$ cat src/rtl/core/bts_pkg.sv
// Shared types and constants for the bilinear texture sampler.
// No dependencies.
package bts_pkg;

  localparam int MAX_DIM_DEF   = 256;
  localparam int FRAC_BITS_DEF = 16;
  localparam int DIM_W         = 9;
  localparam int ADDR_W        = 16;
  localparam int TEXEL_W       = 24;
  localparam int COORD_W       = 18;
  localparam int OUT_W         = 16;

  typedef enum logic [0:0] {
    OP_WRITE  = 1'b0,
    OP_SAMPLE = 1'b1
  } op_t;

  typedef enum logic [0:0] {
    REG_WIDTH  = 1'b0,
    REG_HEIGHT = 1'b1
  } reg_idx_t;

endpackage

$ cat src/rtl/core/bts_blend.sv
// One channel of the bilinear blend, three register stages:
// weight-by-texel products, pair sums, final sum and rounding.
// Depends on bts_pkg.
module bts_blend #(
  parameter int FRAC_BITS = bts_pkg::FRAC_BITS_DEF
) (
  input  logic                      clk,
  input  logic                      en,
  input  logic [2*FRAC_BITS:0]      w00,
  input  logic [2*FRAC_BITS:0]      w10,
  input  logic [2*FRAC_BITS:0]      w11,
  input  logic [2*FRAC_BITS:0]      w01,
  input  logic [7:0]                a,
  input  logic [7:0]                b,
  input  logic [7:0]                c,
  input  logic [7:0]                d,
  output logic [bts_pkg::OUT_W-1:0] res
);

  localparam int PW = 2*FRAC_BITS + 9;
  localparam int SW = PW + 2;

  logic [PW-1:0] pa_r, pb_r, pc_r, pd_r;
  logic [PW:0]   s0_r, s1_r;
  logic [bts_pkg::OUT_W-1:0] res_r;
  logic [SW-1:0] sum;

  always_comb begin
    sum = SW'(s0_r) + SW'(s1_r) + (SW'(1) << (2*FRAC_BITS - 9));
  end

  always_ff @(posedge clk) begin
    if (en) begin
      pa_r  <= PW'(w00) * PW'(a);
      pb_r  <= PW'(w10) * PW'(b);
      pc_r  <= PW'(w11) * PW'(c);
      pd_r  <= PW'(w01) * PW'(d);
      s0_r  <= (PW+1)'(pa_r) + (PW+1)'(pb_r);
      s1_r  <= (PW+1)'(pc_r) + (PW+1)'(pd_r);
      res_r <= sum[2*FRAC_BITS-8 +: bts_pkg::OUT_W];
    end
  end

  assign res = res_r;

endmodule

$ cat config.mk
export PLATFORM = sky130hd
export DESIGN_NAME = bts_blend
export DESIGN_NICKNAME = d
export VERILOG_FILES = /design/src/rtl/core/bts_pkg.sv /design/src/rtl/core/bts_blend.sv
export SDC_FILE = /design/constraint.sdc
export NUM_CORES = 2
export LEC_CHECK = 0
export BUFFER_PORTS_ARGS = -buffer_cell sky130_fd_sc_hd__clkbuf_2
export CORE_MARGIN = 5
export CORE_UTILIZATION = 48
export DETAILED_ROUTE_END_ITERATION = 8
export GPL_ROUTABILITY_DRIVEN = 0
export GPL_TIMING_DRIVEN = 0
export PLACE_DENSITY = 0.67
export SYNTH_ARGS = -nofsm -noshare
export SYNTH_HDL_FRONTEND = slang
export SYNTH_SLANG_ARGS = --single-unit
$ cat constraint.sdc
create_clock -name clk -period 5.29 [get_ports clk]
set_input_delay 0.7935 -clock clk [delete_from_list [all_inputs] [get_ports clk]]
set_output_delay 0.7935 -clock clk [all_outputs]
set_load 0.1 [all_outputs]
==> impl_metrics.yaml <==
sta:
  fin_crit_ns: 5.30
  timing.final.ws_setup_ns: -0.0148
  hold_ws_ns: 0.576
  finalHoldViolations: 0
  maxSlewHeadroom_pct: 47.7
  clock_skew_ns: 0.0169
  fmax_mhz: 189
  drv_slew: 0
  worst_pin_slew_ns: 0.777
  period_share_pct: 100
  setup_viol: 2
  rsz0062_at_grt: "true"
  final.setup.tns_ns: -0.0174
power_and_ir_drop:
  power_mw: 33.1
  internal_power_mw: 16.7
  p_clk_share_pct: 5.8
  p_comb_share_pct: 78.6
  power.share.sequential_pct: 15.6
  swShare_pct: 49.6
  power.density_mw_per_mm2: 645
  ir_worst_vdd_mv: 0.377
  p_sw_mw: 16.4
  p_leak_nw: 24.2
critical_path:
  crit_path_start_kind: "input port"
  rr_endpoint: "s0_r[39]"
  worst-setup-path-type: "input port to flip-flop"
  crit_path_end_kind: "flip-flop"
  cp.arrival_ns: 5.59
  critical_path.startpoint: "d[4]"
  required_ns: 5.58
  reg2reg_depth: 10
  r2r_start: "pb_r[1]"
  crit_path_max_fanout: 10
  rrSetupSlack_ns: 1.45
die:
  start_util_pct: 48.5
  fp.dieArea_mm2: 0.101
  boundaryPins: 182
  die_h_um: 317
  rows: 112
  die_w_um: 317
  core_mm2: 0.0936
logic_synthesis:
  synth_cells: 4664
  synth_area_leader_cell: "fa_1"
  synth_top_area_share_pct: 32.7
  yosysWarningCount: 0
  syn-num-nets: 5961
  yosys-top-cells-area: "fa_1 (33%), edfxtp_1 (17%), and2_1 (12%), ha_1 (11%), inv_1 (5.7%)"
  synth_edf_count: 256
  synth-seq-cells: 256
  ys_async_sr_fraction_pct: 0
  seq_area_frac_synth_pct: 16.9
  syn_area_per_cell_um2: 9.73
  synth.distinct_cells: 71
  synthFlopType: "edfxtp_1"
  syn_area_mm2: 0.0454
detailed_routing:
  drt_pre_antenna_iters: 5
  drt-wirelength-per-cell_um: 18.9
  drt-initial-drc-count: 2176
  drt-met1-wl_mm: 53.6
  drc: 0
  ant_nets: 0
  highest_layer: "met5"
  wirelength_mm: 118
  met3_length_mm: 7.38
  vias: 33651
  via_per_inst: 5.42
  met2_length_mm: 53.9
cells_and_area:
  final_layout_size_suffix_gt1_share_pct: 11.5
  final_area_mm2: 0.0513
  area_growth_pct: 13.0
  nNetsFinal: 6233
  nFillCells: 8391
clock_network:
  hold_buffers: 0
  cts_tree: "built"
  cts_buffer_depth: 3
  cts_htree_levels: 1
  clk_pin_slew_ns: 0.06
  insertion_delay_ns: 0.54
  root_buffer: "clkbuf_16"
  cts_sinks: 256
  numCtsBuffers: 26
flow_run:
  cap_viol_max_count: 0
hold_path:
  hold-path-endpoint: "s1_r[0]"
  hp-start: "pd_r[0]"
  hold_class: "flip-flop to flip-flop"
  hold_depth: 1
global_routing:
  grt_usage_pct: 22.9
  grt_overflow: 0
  antenna_found_initial: 6
  grt_pass1_wl_mm: 189
  grt_pass1_vias: 35099
  grt_max_degree: 125
placed_design:
  dpl_worst_slack_ns: -1.21
  dp_hpwl_mm: 94.9
  numPortBuffers: 176
  placed_area_mm2: 0.0481
status:
  violations: "setup timing"
  status: "complete, but fails checks"
-- worst max-delay path: stages --
cell and delay (ns):
buf_12 0.11, buf_4 0.14, buf_8 0.14, and2_4 0.14
fa_1 0.50, fa_1 0.53, fa_1 0.52, inv_1 0.05
fa_1 0.47, inv_1 0.06, ha_4 0.23, a21o_1 0.18
a21oi_2 0.19, o31ai_4 0.12, nor3b_4 0.27, o21ai_4 0.11
a21oi_2 0.20, o221ai_2 0.12, or3b_1 0.38, a31oi_2 0.22
xnor2_1 0.09
-- power by group through the flow --
stage / clock network [mW] / registers (mW) / logic [mW]
after floorplan: 0 / 5.28 / 17.4
after global placement: 0 / 5.20 / 23.4
after detailed placement: 0 / 5.16 / 23.6
after CTS: 1.96 / 5.15 / 24.7
after global routing: 2.04 / 5.21 / 29.0
final: 1.92 / 5.15 / 26.0
-- state kept, by name, summed over array words and instances, names as in the netlist --
register / count
pa_r: 40
pb_r: 40
pc_r: 40
pd_r: 40
s0_r: 40
s1_r: 40
res: 16
-- cell families after synthesis --
group / count (synthesis) / synth area share [%]
adder cells (fa/ha/maj): 1131 / 43.5
AND/OR/NAND/NOR: 1535 / 18.5
buffers and inverters: 818 / 6.80
AO/OA/AOI/OAI: 687 / 9.70
XOR/XNOR: 236 / 4.55
flip-flops: 256 / 16.9
multiplexers: 1 / 0.0221
-- worst max-delay path by stage --
stage | end | slack, ns | cells past startpoint
floorplan | pd_r[39] | -0.24 | 18
global placement | pd_r[39] | -1.19 | 20
detailed placement | pa_r[36] | -1.21 | 20
CTS | pa_r[36] | -0.05 | 20
global route | pd_r[32] | -0.18 | 21
finish | pd_r[32] | -0.01 | 21
-- routing by layer --
metal	global-route usage (%)	vias up
li1	-	15569
met1	33.1	16940
met2	36.9	985
met3	3.50	155
met4	5.21	2
met5	0	-
-- cell usage after synthesis (33+ instances only) --
cell,number
nor2_1,113
inv_1,688
o21ai_1,53
o21ai_0,62
nand3_1,49
o21a_1,33
a21o_1,147
ha_1,389
nand4_1,37
xnor2_1,166
nand2_1,339
a21oi_1,219
edfxtp_1,256
clkbuf_1,127
and2_1,845
xor2_1,70
fa_1,742
-- cells in the final DEF (no fill, tap or decap), drive strengths merged, types with 5 or more instances in the layout --
| master | synthesis | final |
|---|---|---|
| and2 | 845 | 845 |
| fa | 742 | 742 |
| inv | 688 | 689 |
| ha | 389 | 389 |
| nand2 | 339 | 339 |
| clkbuf | 127 | 270 |
| edfxtp | 256 | 256 |
| a21oi | 220 | 220 |
| xnor2 | 166 | 166 |
| a21o | 147 | 147 |
| buf | 3 | 137 |
| o21ai | 116 | 116 |
| nor2 | 113 | 113 |
| xor2 | 70 | 70 |
| nand3 | 49 | 49 |
| nand4 | 37 | 37 |
| o21a | 33 | 33 |
| nand2b | 31 | 31 |
| nor3 | 31 | 31 |
| a31oi | 30 | 30 |
| nor2b | 28 | 28 |
| o21bai | 27 | 27 |
| and3 | 22 | 22 |
| a211oi | 15 | 15 |
| o211ai | 12 | 12 |
| a21boi | 11 | 11 |
| or2 | 10 | 10 |
| o31ai | 9 | 9 |
| a211o | 8 | 8 |
| clkinv | 0 | 8 |
| nor4 | 8 | 8 |
| and4 | 5 | 5 |
| a31o | 5 | 5 |
| a221o | 5 | 5 |
| a221oi | 5 | 5 |
| or3 | 5 | 5 |
| a2111oi | 5 | 5 |
-- area by class of cell --
type / count / area [um^2] / area share (%)
plain buffers: 122 / 1140 / 2.22
clock inverters: 15 / 185 / 0.361
flip-flops and latches: 256 / 7690 / 15.0
inverters: 688 / 2580 / 5.04
repair buffers: 252 / 1710 / 3.33
clock buffers: 33 / 698 / 1.36
diodes: 3 / 7.51 / 0.0146
multi-input cells: 3590 / 35700 / 69.6
well taps: 1254 / 1570 / 3.06
-- through the flow --
step           cells  utilization [%]
2_1_floorplan   4664                -
3_3_place_gp    6094             51.3
3_5_place_dp    6096             51.4
4_1_cts         6179             53.6
5_1_grt         6212             54.8
6_report        6213             54.8
-- what timing repair did --
item | 4_1_cts | 5_1_grt
endpoints found under the setup margin | 61 | 47
endpoints found under the hold margin | 0 | 0
gates resized for setup | 249 | 286
buffers inserted | 32 | 39
pin swaps | 38 | 146
cloned | 4 | 0
No activity file was read; power rests on OpenSTA's default activity.
