### src/rtl/core/bts_pkg.sv
// Shared types and constants for the bilinear texture sampler.
// No dependencies.
package bts_pkg;

  localparam int MAX_DIM_DEF   = 256;
  localparam int FRAC_BITS_DEF = 16;
  localparam int DIM_W         = 9;
  localparam int ADDR_W        = 16;
  localparam int TEXEL_W       = 24;
  localparam int COORD_W       = 18;
  localparam int OUT_W         = 16;

  typedef enum logic [0:0] {
    OP_WRITE  = 1'b0,
    OP_SAMPLE = 1'b1
  } op_t;

  typedef enum logic [0:0] {
    REG_WIDTH  = 1'b0,
    REG_HEIGHT = 1'b1
  } reg_idx_t;

endpackage

### src/rtl/core/bts_axis.sv
// Per-axis corner and fraction computation: clamp, scale, edge fixups.
// Depends on bts_pkg. Purely combinational; caller registers the outputs.
module bts_axis #(
  parameter int FRAC_BITS = bts_pkg::FRAC_BITS_DEF,
  parameter int MAX_DIM   = bts_pkg::MAX_DIM_DEF,
  parameter int CW        = FRAC_BITS + 2,
  parameter int PW        = $clog2(MAX_DIM)
) (
  input  logic [CW-1:0]      coord,
  input  logic [PW:0]        dim,
  output logic [PW-1:0]      lo,
  output logic [PW-1:0]      hi,
  output logic [FRAC_BITS:0] frac
);

  localparam int ONE  = 1 << FRAC_BITS;
  localparam int PRW  = FRAC_BITS + 1 + PW + 1;

  logic [FRAC_BITS:0] c;
  logic [PRW-1:0]     p;
  logic [PRW-FRAC_BITS-1:0] b, e, dm1;
  logic [PRW-1:0]     f;

  always_comb begin
    if (coord[CW-1]) begin
      c = '0;
    end else if (coord[CW-2:0] > (CW-1)'(ONE)) begin
      c = (FRAC_BITS+1)'(ONE);
    end else begin
      c = coord[FRAC_BITS:0];
    end
    p   = PRW'(c) * PRW'(dim);
    b   = p[PRW-1:FRAC_BITS];
    e   = b + ((p[FRAC_BITS-1:0] != '0) ? 1'b1 : 1'b0);
    dm1 = (PRW-FRAC_BITS)'(dim) - 1'b1;
    if (b >= dm1) begin
      b = dm1 - 1'b1;
      e = dm1;
    end
    if (e == '0) begin
      b = '0;
      e = (PRW-FRAC_BITS)'(1);
    end
    f = p - {b, {FRAC_BITS{1'b0}}};
    if (f > PRW'(ONE)) begin
      f = PRW'(ONE);
    end
    lo   = b[PW-1:0];
    hi   = e[PW-1:0];
    frac = f[FRAC_BITS:0];
  end

endmodule

### config.mk
export PLATFORM = sky130hd
export DESIGN_NAME = bts_axis
export DESIGN_NICKNAME = d
export VERILOG_FILES = /design/src/rtl/core/bts_pkg.sv /design/src/rtl/core/bts_axis.sv
export SDC_FILE = /design/constraint.sdc
export NUM_CORES = 1
export LEC_CHECK = 0
export ABC_CLOCK_PERIOD_IN_PS = 31300
export BUFFER_PORTS_ARGS = -buffer_cell sky130_fd_sc_hd__buf_2
export CAP_MARGIN = 20
export CELL_PAD_IN_SITES_DETAIL_PLACEMENT = 1
export CELL_PAD_IN_SITES_GLOBAL_PLACEMENT = 1
export CORE_MARGIN = 2
export CORE_UTILIZATION = 35
export DETAILED_ROUTE_END_ITERATION = 8
export PLACE_DENSITY_LB_ADDON = 0.1
export SETUP_SLACK_MARGIN = 0.1
export SYNTH_ARGS = -nofsm -noshare
export SYNTH_HDL_FRONTEND = slang
export SYNTH_SLANG_ARGS = --single-unit
### constraint.sdc
create_clock -name vclk -period 31.3
set_input_delay 4.695 -clock vclk [all_inputs]
set_output_delay 4.695 -clock vclk [all_outputs]
set_load 0.01 [all_outputs]
==> flow_summary.json, run 1 <==
{
  "outcome": "finished, final reports clean",
  "post_cts_resized": 0,
  "fillers": 2450,
  "wl_met2_mm": 11.2,
  "peakVddDrop_mv": 0.0121,
  "syn_area_um2": 6980,
  "drive_above_1_share_pct": 9.10,
  "finalCritPeriodShare_pct": 69.3,
  "gr-total-overflow": 0,
  "synth_cell_types": 63,
  "viasPerCell": 5.43,
  "cpPeakStageDelay_ns": 0.61,
  "synthXorXnorAreaFrac_pct": 5.25,
  "worstSetupPathType": "input pin to output pin",
  "fmax_mhz": 46.1,
  "power_density_nw_per_um2": 28.9,
  "drt_iter0_drc": 282,
  "ys_top_cells_by_count": "inv_1 (161), fa_1 (107), and3_1 (92)",
  "wl_met1_mm": 10.5,
  "avgSynthCellArea_um2": 7.68,
  "ios": 60,
  "grt_pass1_wl_mm": 38.1,
  "synth_top_family_by_area": "adder cells",
  "clkbuf_count": 0,
  "num-nets-final": 1116,
  "arrival_ns": 16.99,
  "syn_inst": 909,
  "setup-tns-final_ns": 0,
  "cp_max_fo": 57,
  "dieArea_um2": 21100,
  "synth_fa_ha_area_share_pct": 42.9,
  "synth_area_leaders": "fa_1 (31%), ha_1 (12%), inv_1 (8.7%)",
  "synthMostInstantiatedCell": "inv_1",
  "fin_hold_ws_ns": 9.88,
  "area_delta_synth_final_pct": 6.17,
  "drv_slew": 0,
  "synthMuxAreaShare_pct": 1.77,
  "grt_usage_pct": 22.0,
  "synth_compound_area_share_pct": 12.9,
  "seq_area_um2": 0,
  "rsz0062_at_grt": "no",
  "cpMostUsedCell": "fa_1",
  "hold_buffers": 0,
  "finalHoldViolCount": 0,
  "routed.top_layer": "met4",
  "globalplace.congestion": 0.862,
  "timing.max_slew.rel_slack_pct": 41.1,
  "grt_pass1_vias": 7118,
  "start_util_pct": 35.7,
  "cp_slowest_cell": "o211ai_1",
  "seq_area_frac_synth_pct": 0,
  "required_ns": 26.61,
  "detail_route.first_pass.iterations": 4,
  "synth_area_leader_cell": "fa_1",
  "dpl.hpwl_mm": 18.2,
  "synth_simple_gate_area_share_pct": 24.8,
  "wl_per_cell_um": 19.3,
  "grt_max_degree": 75,
  "num_rows": 51,
  "synthesis.nets": 1111,
  "p_leak_nw": 4.05,
  "num_vias": 6390,
  "drt.antenna.violating_nets": 0,
  "yosysTopAreaCellShare_pct": 30.7,
  "routed_wl_mm": 22.8,
  "design.seq.count": 0,
  "min_path_cells": 4,
  "setup_viol": 0,
  "antenna_cells": 0,
  "antenna_found_initial": 1,
  "route.detailed.drc": 0,
  "cp-end-kind": "output pin",
  "port_buffers": 60,
  "worst_pin_slew_ns": 0.881,
  "ys_warn_count": 0,
  "fin_crit_ns": 21.69,
  "post_cts_buffers": 0,
  "min_path_type": "input pin to output pin",
  "die_h_um": 145,
  "maxCapViolCount": 0,
  "die_w_um": 145,
  "crit_path_start_kind": "input pin",
  "coreArea_um2": 19500,
  "wl_met3_um": 632
}
[worst max-delay path: cells and delay by family]
kind | cells | cell delay [ns]
muxes | 1 | 0.10
adders and majority gates | 8 | 3.52
xor gates and xnor gates | 1 | 0.57
buffers and inverters | 10 | 1.67
AOI/OAI and AO/OA | 16 | 3.44
and+or+nand+nor | 11 | 2.97
[cells by family after synthesis]
group | count (synthesis)
AND/OR/NAND/NOR | 321
buffers and inverters | 225
adder cells (fa/ha/maj) | 175
AO/OA/AOI/OAI | 135
XOR/XNOR | 41
multiplexers | 12
[report_power, final]
part | switching, W | internal, W
clock network | 0 | 0
logic | 0.000133 | 0.0000810
registers | 0 | 0
total | 0.000133 | 0.0000810
[final timing paths]
path | startpoint | end | slack, ns
max | coord[7] | frac[0] | 9.61
min | coord[0] | frac[0] | 9.88
[routing by layer]
metal  GRT usage, %  vias up
met5              0        -
met4           3.43        0
met3          0.943       23
met2           39.8      100
met1           29.7     3248
li1               -     3019
[area by class of cell]
class | instances | area, um^2 | share of cell area, %
tap | 265 | 332 | 4.47
timing repair buffer | 66 | 343 | 4.63
inverter | 162 | 611 | 8.24
multi-input combinational | 684 | 6130 | 82.7
[placed cells by master (no fill, tap or decap), types with 7 or more instances in the layout]
master / synthesis / routed
fa_1: 107 / 107
and3_1: 92 / 92
inv_1: 161 / 161
and2_1: 15 / 15
nor2_1: 19 / 19
nor3_1: 17 / 17
nand2_1: 76 / 76
a21oi_1: 46 / 45
mux2i_1: 9 / 9
buf_2: 5 / 60
ha_1: 68 / 68
nand3_1: 58 / 58
xnor2_1: 25 / 25
o211ai_1: 11 / 11
a21o_1: 7 / 7
nor4_1: 11 / 11
xor2_1: 15 / 15
o21ai_0: 23 / 23
[metrics by stage]
stage | total power, W | instances | setup WS [ns] | utilization (%) | area [um^2]
2_1_floorplan | 0.000156 | 909 | 11.61 | - | 6980
3_3_place_gp | 0.000210 | 1175 | 9.73 | 37.9 | 7400
3_5_place_dp | 0.000214 | 1175 | 9.41 | 37.9 | 7400
4_1_cts | 0.000215 | 1175 | 9.42 | 37.9 | 7400
5_1_grt | 0.000242 | 1177 | 8.79 | 38.0 | 7410
6_report | 0.000214 | 1177 | 9.61 | 38.0 | 7410
Power figures use the tool's default switching activity.
==> run 2: changes to the inputs <==
--- a/config.mk
+++ b/config.mk
@@ -5,7 +5,7 @@
 export SDC_FILE = /design/constraint.sdc
 export NUM_CORES = 1
 export LEC_CHECK = 0
-export ABC_CLOCK_PERIOD_IN_PS = 31300
+export ABC_CLOCK_PERIOD_IN_PS = 19800
 export BUFFER_PORTS_ARGS = -buffer_cell sky130_fd_sc_hd__buf_2
 export CAP_MARGIN = 20
 export CELL_PAD_IN_SITES_DETAIL_PLACEMENT = 1
==> constraint.sdc (replaced) <==
create_clock -name vclk -period 19.8
set_input_delay 2.97 -clock vclk [all_inputs]
set_output_delay 2.97 -clock vclk [all_outputs]
set_load 0.01 [all_outputs]
==> flow_summary.json, run 2 (synthesis results as in run 1) <==
{
  "timing.max_slew.rel_slack_pct": 34.0,
  "viasPerCell": 5.47,
  "route.detailed.drc": 0,
  "maxCapViolCount": 0,
  "design.seq.count": 0,
  "ios": 60,
  "gr-total-overflow": 0,
  "rsz0062_at_grt": "no",
  "final_cell_mix": "inv_1 (161), fa_1 (107), and3_1 (92)",
  "grt_pass1_vias": 7270,
  "fin_crit_ns": 18.23,
  "setup-tns-final_ns": 0,
  "fin_hold_ws_ns": 6.46,
  "arrival_ns": 15.26,
  "dieArea_um2": 21100,
  "grt_max_degree": 58,
  "power_density_nw_per_um2": 46.1,
  "p_leak_nw": 4.06,
  "grt_usage_pct": 22.2,
  "drt_iter0_drc": 333,
  "cpPeakStageDelay_ns": 0.65,
  "seq_area_um2": 0,
  "min_path_cells": 4,
  "die_w_um": 145,
  "grt_pass1_wl_mm": 38.1,
  "fmax_mhz": 54.9,
  "port_buffers": 60,
  "crit_path_start_kind": "input pin",
  "required_ns": 16.83,
  "fin_ws_ns": 1.57,
  "final_common_cell": "inv_1",
  "finalHoldViolCount": 0,
  "antenna_cells": 0,
  "drive_above_1_share_pct": 9.20,
  "critical_path.endpoint": "frac[0]",
  "clkbuf_count": 0,
  "die_h_um": 145,
  "area_delta_synth_final_pct": 6.31,
  "setup_viol": 0,
  "start_util_pct": 35.7,
  "num-nets-final": 1117,
  "fillers": 2462,
  "startpoint": "coord[7]",
  "antenna_found_initial": 0,
  "coreArea_um2": 19500,
  "num_vias": 6445,
  "cp_max_fo": 57,
  "dp_slack_ns": 1.61,
  "drt.antenna.violating_nets": 0,
  "post_cts_resized": 0,
  "routed_wl_mm": 23.0,
  "post_cts_buffers": 0,
  "multiInputGateArea_um2": 6130,
  "detail_route.first_pass.iterations": 4,
  "cp_slowest_cell": "o211ai_1",
  "hold_buffers": 0,
  "num_rows": 51,
  "wl_per_cell_um": 19.5,
  "worstSetupPathType": "input pin to output pin",
  "peakVddDrop_mv": 0.0208,
  "globalplace.congestion": 0.857,
  "outcome": "finished, final reports clean",
  "finalCritPeriodShare_pct": 92.1,
  "worst_pin_slew_ns": 0.983,
  "cp-end-kind": "output pin",
  "min_path_type": "input pin to output pin",
  "dpl.hpwl_mm": 18.4,
  "drv_slew": 0
}
==> run 2: critical path, delay by kind of cell <==
family / cells / cell delay (ns)
adders and majority gates: 8 / 3.33
AOI/OAI and AO/OA: 19 / 5.05
and+or+nand+nor: 9 / 2.11
buffers and inverters: 10 / 1.62
muxes: 1 / 0.10
==> run 2: where the power goes <==
group	internal [W]	switching, W	total [W]
Combinational	0.000130	0.000212	0.000342
Clock	0	0	0
Sequential	0	0	0
==> run 2: how the worst min path moves through the flow <==
stage | startpoint | to | slack (ns)
floorplan | coord[0] | frac[0] | 6.25
global placement | coord[0] | frac[0] | 6.43
detailed placement | coord[0] | frac[0] | 6.46
CTS | coord[0] | frac[0] | 6.46
global route | coord[0] | frac[0] | 6.48
finish | coord[0] | frac[0] | 6.46
==> run 2: per-layer routing <==
metal / global-route usage, % / routed length (um)
met4: 3.09 / 304
met5: 0 / 0
met1: 29.2 / 10400
met3: 0.818 / 579
met2: 41.3 / 11700
==> run 2: cell type report <==
class / instances / share of cell area [%]
Inverter: 162 / 8.23
Multi-Input combinational cell: 684 / 82.5
Tap cell: 265 / 4.47
Timing Repair Buffer: 67 / 4.75
==> run 2: per-stage QoR <==
stage / instances / cell area (um^2) / power, W / utilization, %
3_5_place_dp: 1177 / 7410 / 0.000341 / 38.0
6_report: 1178 / 7420 / 0.000342 / 38.0
5_1_grt: 1178 / 7420 / 0.000386 / 38.0
4_1_cts: 1177 / 7410 / 0.000342 / 38.0
3_3_place_gp: 1177 / 7410 / 0.000329 / 38.0
2_1_floorplan: 909 / 6980 / 0.000247 / -
